File: src/hw/rtl/tlc_pkg.sv
// Shared constants, types and helpers for the three-level exclusive FIFO cache.
package tlc_pkg;

    localparam int TAG_W   = 32;
    localparam int LAT_W   = 10;
    localparam int L1_DEPTH = 32;
    localparam int L2_DEPTH = 128;
    localparam int L3_DEPTH = 512;
    // RAM address widths per level
    localparam int L1_AW   = $clog2(L1_DEPTH);
    localparam int L2_AW   = $clog2(L2_DEPTH);
    localparam int L3_AW   = $clog2(L3_DEPTH);
    // count and head width, wide enough to hold the largest depth itself
    localparam int CNT_W   = $clog2(L3_DEPTH + 1);
    localparam int NLEV    = 3;
    localparam int LEV_W   = $clog2(NLEV);
    localparam int CFG_IDX_W = 8;

    typedef logic [TAG_W-1:0] t_tag;
    typedef logic [CNT_W-1:0] t_cnt;
    typedef logic [LAT_W-1:0] t_lat;

    // result codes for the level that answered
    typedef enum logic [1:0] {
        HIT_L1  = 2'd0,
        HIT_L2  = 2'd1,
        HIT_L3  = 2'd2,
        HIT_RAM = 2'd3
    } t_hit;

    // configuration register indexes
    localparam logic [CFG_IDX_W-1:0] CFG_L1_LAT  = 8'd0;
    localparam logic [CFG_IDX_W-1:0] CFG_L2_LAT  = 8'd1;
    localparam logic [CFG_IDX_W-1:0] CFG_L3_LAT  = 8'd2;
    localparam logic [CFG_IDX_W-1:0] CFG_RAM_LAT = 8'd3;

    // capacity of one level
    function automatic t_cnt level_depth(input logic [LEV_W-1:0] lvl);
        t_cnt d;
        case (lvl)
            2'd0:    d = CNT_W'(L1_DEPTH);
            2'd1:    d = CNT_W'(L2_DEPTH);
            default: d = CNT_W'(L3_DEPTH);
        endcase
        return d;
    endfunction

endpackage

File: src/hw/rtl/tlc_addr.sv
// Ring address unit: head plus logical offset, wrapped at the level depth.
module tlc_addr (
    input  tlc_pkg::t_cnt i_head,
    input  tlc_pkg::t_cnt i_off,
    input  tlc_pkg::t_cnt i_depth,
    output tlc_pkg::t_cnt o_phys
);
    logic [tlc_pkg::CNT_W:0] sum;
    logic [tlc_pkg::CNT_W:0] dep;
    logic [tlc_pkg::CNT_W:0] wrapped;

    assign sum     = {1'b0, i_head} + {1'b0, i_off};
    assign dep     = {1'b0, i_depth};
    assign wrapped = (sum >= dep) ? (sum - dep) : sum;
    assign o_phys  = wrapped[tlc_pkg::CNT_W-1:0];
endmodule

File: config.mk
export PLATFORM = sky130hd
export DESIGN_NAME = tlc_addr
export DESIGN_NICKNAME = d
export VERILOG_FILES = /design/src/hw/rtl/tlc_pkg.sv /design/src/hw/rtl/tlc_addr.sv
export SDC_FILE = /design/constraint.sdc
export NUM_CORES = 1
export LEC_CHECK = 0
export ABC_CLOCK_PERIOD_IN_PS = 10500
export BUFFER_PORTS_ARGS = -buffer_cell sky130_fd_sc_hd__buf_2
export CAP_MARGIN = 15
export CORE_MARGIN = 10
export CORE_UTILIZATION = 55
export DETAILED_ROUTE_END_ITERATION = 8
export PLACE_DENSITY = 0.88
export SLEW_MARGIN = 40
export SYNTH_ARGS = -nofsm -noshare
export SYNTH_HDL_FRONTEND = slang
export SYNTH_SLANG_ARGS = --single-unit
File: constraint.sdc
create_clock -name vclk -period 10.5
set_clock_uncertainty 0.15 [all_clocks]
set_input_delay 2.1 -clock vclk [all_inputs]
set_output_delay 2.1 -clock vclk [all_outputs]
set_load 0.02 [all_outputs]
== After elaboration in Yosys (flattened, before gate mapping) ==
Index checks and enable logic that the tools add are counted.

* Bits in registers: 0
* Latch bits: 0
* RAM bits: 0
* Bits in read-only memories: 0
* Bits of input ports: 30
* Output and inout bits: 10
* Logic and storage cells: 4
* Memories kept: 0

* $add $sub $neg: 2
* Multiply operators: 0
* Div/mod/pow operators: 0
* Order comparisons: 1
* Eq/ne operators: 0
* Shift-type cells: 0
* Muxes and demuxes: 1
* Bitwise operators: 0
* Reduce and logical (&&, ||, !) cells: 0

{| class="wikitable"
|+ Operator list
! kind !! count
|-
| $add A10 B10 Y11 || 1
|-
| $ge A11 B10 Y1 || 1
|-
| $mux W10 || 1
|-
| $sub A10 B10 Y10 || 1
|}

== Longest topological paths before layout ==
Gate-level depths: netlist of the first run.

* Depth after elaboration: 3
* Depth in mapped cells: 14
* Depth with buffers taken out: 14

== Worst setup path after synthesis of the first run ==
Ideal clock, no wire load.

* Path type: input to output
* Start point: input port i_head[0]
* End point: output port o_phys[9]
* Arrival: 5.112 ns
* Data required time: 8.250 ns
* Slack: 3.138 ns
* Cell stages on the path: 14
* Path buffers: 0
* Cell sequence: ha_1 inv_1 fa_1 nor2b_1 o21bai_2 nand2_1 a31oi_1 xnor2_1 ha_1 nand4_2 o41ai_4 a211oi_4 and3_1 nor4_1

* Longest elaborated chain between the ends: 3
* Elaborated cells on any way between the ends: 4
* Those cells by class: add/sub: 2; order compare: 1; mux: 1

{| class="wikitable"
|+ RTL lines
! item !! line !! text
|-
| start, declared || tlc_addr.sv:3 || <nowiki>input tlc_pkg::t_cnt i_head,</nowiki>
|-
| $add A10 B10 Y11 (*) || tlc_addr.sv:12 || <nowiki>assign sum = {1'b0, i_head} + {1'b0, i_off};</nowiki>
|-
| $sub A10 B10 Y10 or $ge A11 B10 Y1 (tied branches) || tlc_addr.sv:14 || <nowiki>assign wrapped = (sum >= dep) ? (sum - dep) : sum;</nowiki>
|-
| $mux W10 (*) || tlc_addr.sv:14 ||
|-
| end, declared || tlc_addr.sv:6 || <nowiki>output tlc_pkg::t_cnt o_phys</nowiki>
|}

Every way passes the cells marked *; elsewhere a longest branch is shown, timed or not.

== Worst setup path in the final report of the first run ==
* Start point: input port i_head[0]
* End point: output port o_phys[3]

The elaborated chain is that of the path after synthesis.

==> impl_metrics.ini, run 1 <==
[status]
status = finished, final reports clean

[synth]
synth_common_cells = ha_1, inv_1, nor2_1
synth_area_leaders = ha_1, mux2_4, inv_1
synth_top_area_cell = ha_1
yosysWarnings = 0
yosysTopAreaCellShare_pct = 23.50
synth_cell_types = 35
syn_area_per_cell_sq_um = 8.254
synth_fp_nets = 181
ys_seq_area_share_pct = 0
synth_most_common_cell = ha_1
netlist_area_sq_um = 1065
postSynthCellCount = 129

[sta]
maxSlewHeadroom_pct = 69.68
fmax_ghz = 0.1335
drv_slew = 0
period_share_pct = 71.36
whs_ps = 4490
finalSetupViolCount = 0
worst_pin_slew_ps = 453.1
final_hold_viol_count = 0
rsz0062_at_grt = no
period_needed_ps = 7493
fin_tns_setup_ps = 0

[critical_path]
endpoint_kind = output pin
arrival_ps = 5240
required_ps = 8250
start_kind = input pin
path_class = in -> out
worstPathMaxFanout = 9

[place]
port_buffers = 40
place_area_sq_um = 1296
place_hpwl_um = 2606
dp.cells = 194
gp_congestion = 0.9158

[floorplanning]
core_sq_um = 1783
start_util_pct = 59.72
dieArea_sq_um = 4096
rows = 15
io_pins = 40
die_h_um = 64
fp.dieW_um = 64

[power_and_ir_drop]
p_int_uw = 82.19
power_frac_comb_pct = 100.0
ir_worst_vdd_uv = 80.50
power.switching_uw = 102.5
pwr-share-seq_pct = 0
p_per_area_nw_per_um2 = 142.4
p_clk_share_pct = 0
power_leakage_uw = 0.0007086
switching_share_pct = 55.49

[cells_and_area]
design_area_sq_um = 1296
register_area_sq_um = 0
design.seq.count = 0
area_growth_syn_to_layout_pct = 21.74
fin_cells = 194
nets = 223
multiInputGateArea_sq_um = 997.2
clkbuf_count = 0
drive_gt1_share_pct = 35.50
fillCellCount = 151
diodes = 0

[hold_path]
worstHoldPathCells = 4
worst_hold_path.endpoint = o_phys[0]
hp-start = i_depth[0]
hold_class = in -> out

[detailed_routing]
drc_errors = 0
postRouteAntennaNets = 0
drt_iter0_drc = 41
vias = 1098
vias_per_cell = 5.660
wl_per_cell_um = 14.50
drt-pass1-iter-count = 4
wl_um = 2813

[clock_tree]
post_cts_buffers = 0
ctsHoldBuffers = 0
post_cts_resized = 0

[global_routing]
grtUsageTotal_pct = 13.40
antenna_found_initial = 0
grt_pass1_vias = 1179
grt_pass1_wl_um = 4919
grt_max_degree = 10
grt_overflow = 0

[job]
max_cap_viol_count = 0
## critical path: stages
cell and delay, ps:
buf_2 80, ha_1 170, inv_1 60, fa_1 390, nor2b_1 210, o21bai_2 100
nand2_1 110, a31oi_1 100, xnor2_1 180, ha_1 380, nand4_2 170, o41ai_4 400
a211oi_4 100, o21ai_4 190, mux2_4 340, buf_2 160
## area by class of cell
class	instances	area share [%]
multi-input combinational	111	76.93
timing repair buffer	40	15.44
tap	25	2.413
inverter	18	5.212
## layout by cell type, fill, tap and decap left out, drive strengths merged, types with 4 or more instances in the layout
cell type	Yosys	final
a21o	5	5
a21oi	12	12
buf	0	40
ha	20	20
inv	18	18
mux2	8	8
nand4	4	4
nor2	9	9
nor3	4	4
xnor2	7	7
xor2	6	6
## stage by stage
step	utilization, %	power, uW	setup slack (ps)
floorplan	-	141.6	3138
global placement	72.70	177.7	3152
detailed placement	72.70	184.5	3012
CTS	72.70	184.8	3013
global route	72.70	200.4	2785
finish	72.70	184.6	3007
## power groups by stage
stage | clock network [uW] | registers (uW) | logic [uW]
detailed placement | 0 | 0 | 185
CTS | 0 | 0 | 185
global placement | 0 | 0 | 178
floorplan | 0 | 0 | 142
finish | 0 | 0 | 185
global route | 0 | 0 | 200
## kinds of logic (layout without fill, tap and decap cells)
family	after synthesis	in the layout	synth area share, %
xor gates and xnor gates	13	13	10.69
and+or+nand+nor	33	33	16.33
AOI/OAI and AO/OA	34	34	27.14
muxes	9	9	12.22
adders and majority gates	22	22	27.26
buffers and inverters	18	58	6.345
## how the worst max path moves through the flow
stage / from / to / slack, ps / cells after the start
2_1_floorplan: i_head[0] / o_phys[9] / 3140 / 14
3_3_place_gp: i_head[0] / o_phys[3] / 3150 / 16
3_5_place_dp: i_head[0] / o_phys[8] / 3010 / 16
4_1_cts: i_head[0] / o_phys[8] / 3010 / 16
5_1_grt: i_head[0] / o_phys[8] / 2780 / 16
6_report: i_head[0] / o_phys[3] / 3010 / 16
## per-layer routing
layer  wire [um]  up-vias  track usage [%]
li1            -      552                -
met1        1026      512            13.16
met2        1563       32            28.61
met3         216        2            2.439
met4           7        0           0.8197
met5           0        -                0
(Power assumes the default switching activity.)
==> inputs of run 2 (changes only) <==
--- a/config.mk
+++ b/config.mk
@@ -5,13 +5,13 @@
 export SDC_FILE = /design/constraint.sdc
 export NUM_CORES = 1
 export LEC_CHECK = 0
-export ABC_CLOCK_PERIOD_IN_PS = 10500
+export ABC_CLOCK_PERIOD_IN_PS = 6200
 export BUFFER_PORTS_ARGS = -buffer_cell sky130_fd_sc_hd__buf_2
 export CAP_MARGIN = 15
 export CORE_MARGIN = 10
-export CORE_UTILIZATION = 55
+export CORE_UTILIZATION = 48
 export DETAILED_ROUTE_END_ITERATION = 8
-export PLACE_DENSITY = 0.88
+export PLACE_DENSITY = 0.81
 export SLEW_MARGIN = 40
 export SYNTH_ARGS = -nofsm -noshare
 export SYNTH_HDL_FRONTEND = slang
==> constraint.sdc (replaced) <==
create_clock -name vclk -period 6.2
set_clock_uncertainty 0.15 [all_clocks]
set_input_delay 1.24 -clock vclk [all_inputs]
set_output_delay 1.24 -clock vclk [all_outputs]
set_load 0.02 [all_outputs]
==> run 2 against run 1 <==
  * Sequential cell count unchanged
  * Highest routed layer unchanged
  * Core utilization decreased by 9.1 points
  * Sequential share of layout area unchanged
  * Non-clock buffer count unchanged
  * Worst hold slack got worse by 1700 ps
  * Global-route usage decreased by 1.2 points
  * Combinational power increased by 69%
  * Power increased by 70%
  * First-iteration DRC count increased by 22%
  * Via count increased by 1.1%
  * Clock-buffer cell count unchanged
  * Die area increased by 9.9%
==> impl_metrics.ini, run 2 (same netlist as run 1, synthesis figures left out) <==
[sta]
period_share_pct = 93.23
fin_tns_setup_ps = 0
final_hold_viol_count = 0
rsz0062_at_grt = no
worst_pin_slew_ps = 467.2
drv_slew = 0
period_needed_ps = 5780
finalSetupViolCount = 0
fmax_ghz = 0.1730
maxSlewHeadroom_pct = 68.73

[power_and_ir_drop]
power.total_uw = 313.5
ir_worst_vdd_uv = 129.8
power_leakage_uw = 0.0007086
p_per_area_nw_per_um2 = 241.4

[clock_tree]
post_cts_buffers = 0
post_cts_resized = 0
ctsHoldBuffers = 0

[critical_path]
worst-path-buf-inv = 3
start_kind = input pin
crit_family = adder cells
worstPathMaxFanout = 9
arrival_ps = 4390
worstPathCellList = buf_2 -> ha_1 -> inv_1 -> fa_1 -> nor2b_1 -> o21bai_2 -> nand2_1 -> a31oi_1 -> xnor2_1 -> ha_1 -> nand4_2 -> o41ai_4 -> a211oi_4 -> o21ai_4 -> mux2_4 -> buf_2
endpoint_kind = output pin
required_ps = 4810
max_stage_delay_ps = 410
path_class = in -> out
crit_slowest_cell = o41ai_4

[cells_and_area]
clkbuf_count = 0
layout_common_cells = buf_2, ha_1, inv_1
drive_gt1_share_pct = 35.50
design_area_sq_um = 1299
multiInputGateArea_sq_um = 997.2
design.seq.count = 0
fillCellCount = 198
diodes = 0
final_common_cell = buf_2
nets = 223
register_area_sq_um = 0
fin_cells = 196
area_growth_syn_to_layout_pct = 21.97

[detailed_routing]
postRouteAntennaNets = 0
wl_um = 2854
vias = 1110
drt_iter0_drc = 50
drt-pass1-iter-count = 4
drc_errors = 0
wl_per_cell_um = 14.56
vias_per_cell = 5.663

[place]
place_hpwl_um = 2572
dp.cells = 196
port_buffers = 40
place_area_sq_um = 1299
gp_congestion = 0.8114

[floorplanning]
dieArea_sq_um = 4502
core_sq_um = 2042
die_h_um = 67.10
rows = 16
start_util_pct = 52.14
io_pins = 40
fp.dieW_um = 67.10

[global_routing]
antenna_found_initial = 0
grtUsageTotal_pct = 12.23
grt_max_degree = 10
grt_pass1_vias = 1161
grt_pass1_wl_um = 4754
grt_overflow = 0

[hold_path]
hold_class = in -> out

[status]
status = finished, final reports clean

[job]
max_cap_viol_count = 0
## run 2: cell counts in the layout (fill, tap and decap cells not counted)
No cell type changed its count.
## run 2: path summary, 6_finish.rpt
| path | from | to | slack, ps | depth (start not counted) |
|---|---|---|---|---|
| hold / removal | i_depth[0] | o_phys[0] | 2810 | 4 |
| setup / recovery | i_head[0] | o_phys[4] | 420 | 16 |
## run 2: layout make-up
| cell class | instances | area share [%] |
|---|---|---|
| multi-input combinational | 111 | 76.78 |
| timing repair buffer | 40 | 15.41 |
| inverter | 18 | 5.202 |
| tap | 27 | 2.601 |
## run 2: stage by stage
stage | worst slack [ps] | utilization [%] | hold WS, ps
after floorplan | 557.7 | - | 2614
after global placement | 567.0 | 63.60 | 2770
after detailed placement | 423.7 | 63.60 | 2798
after CTS | 421.1 | 63.60 | 2800
after global routing | 239.2 | 63.60 | 2825
final | 419.7 | 63.60 | 2808
## run 2: metal layers
metal	up-vias	part of all wire, %	global-route usage [%]
met5	-	0	0
li1	549	-	-
met4	0	0.60	1.282
met2	26	55	25.00
met1	533	40	13.15
met3	2	4.7	1.505
## run 2: power by group
group          leakage (uW)  total [uW]  switching (uW)  internal [uW]
combinational      0.000709         313             174            139
clock                     0           0               0              0
sequential                0           0               0              0
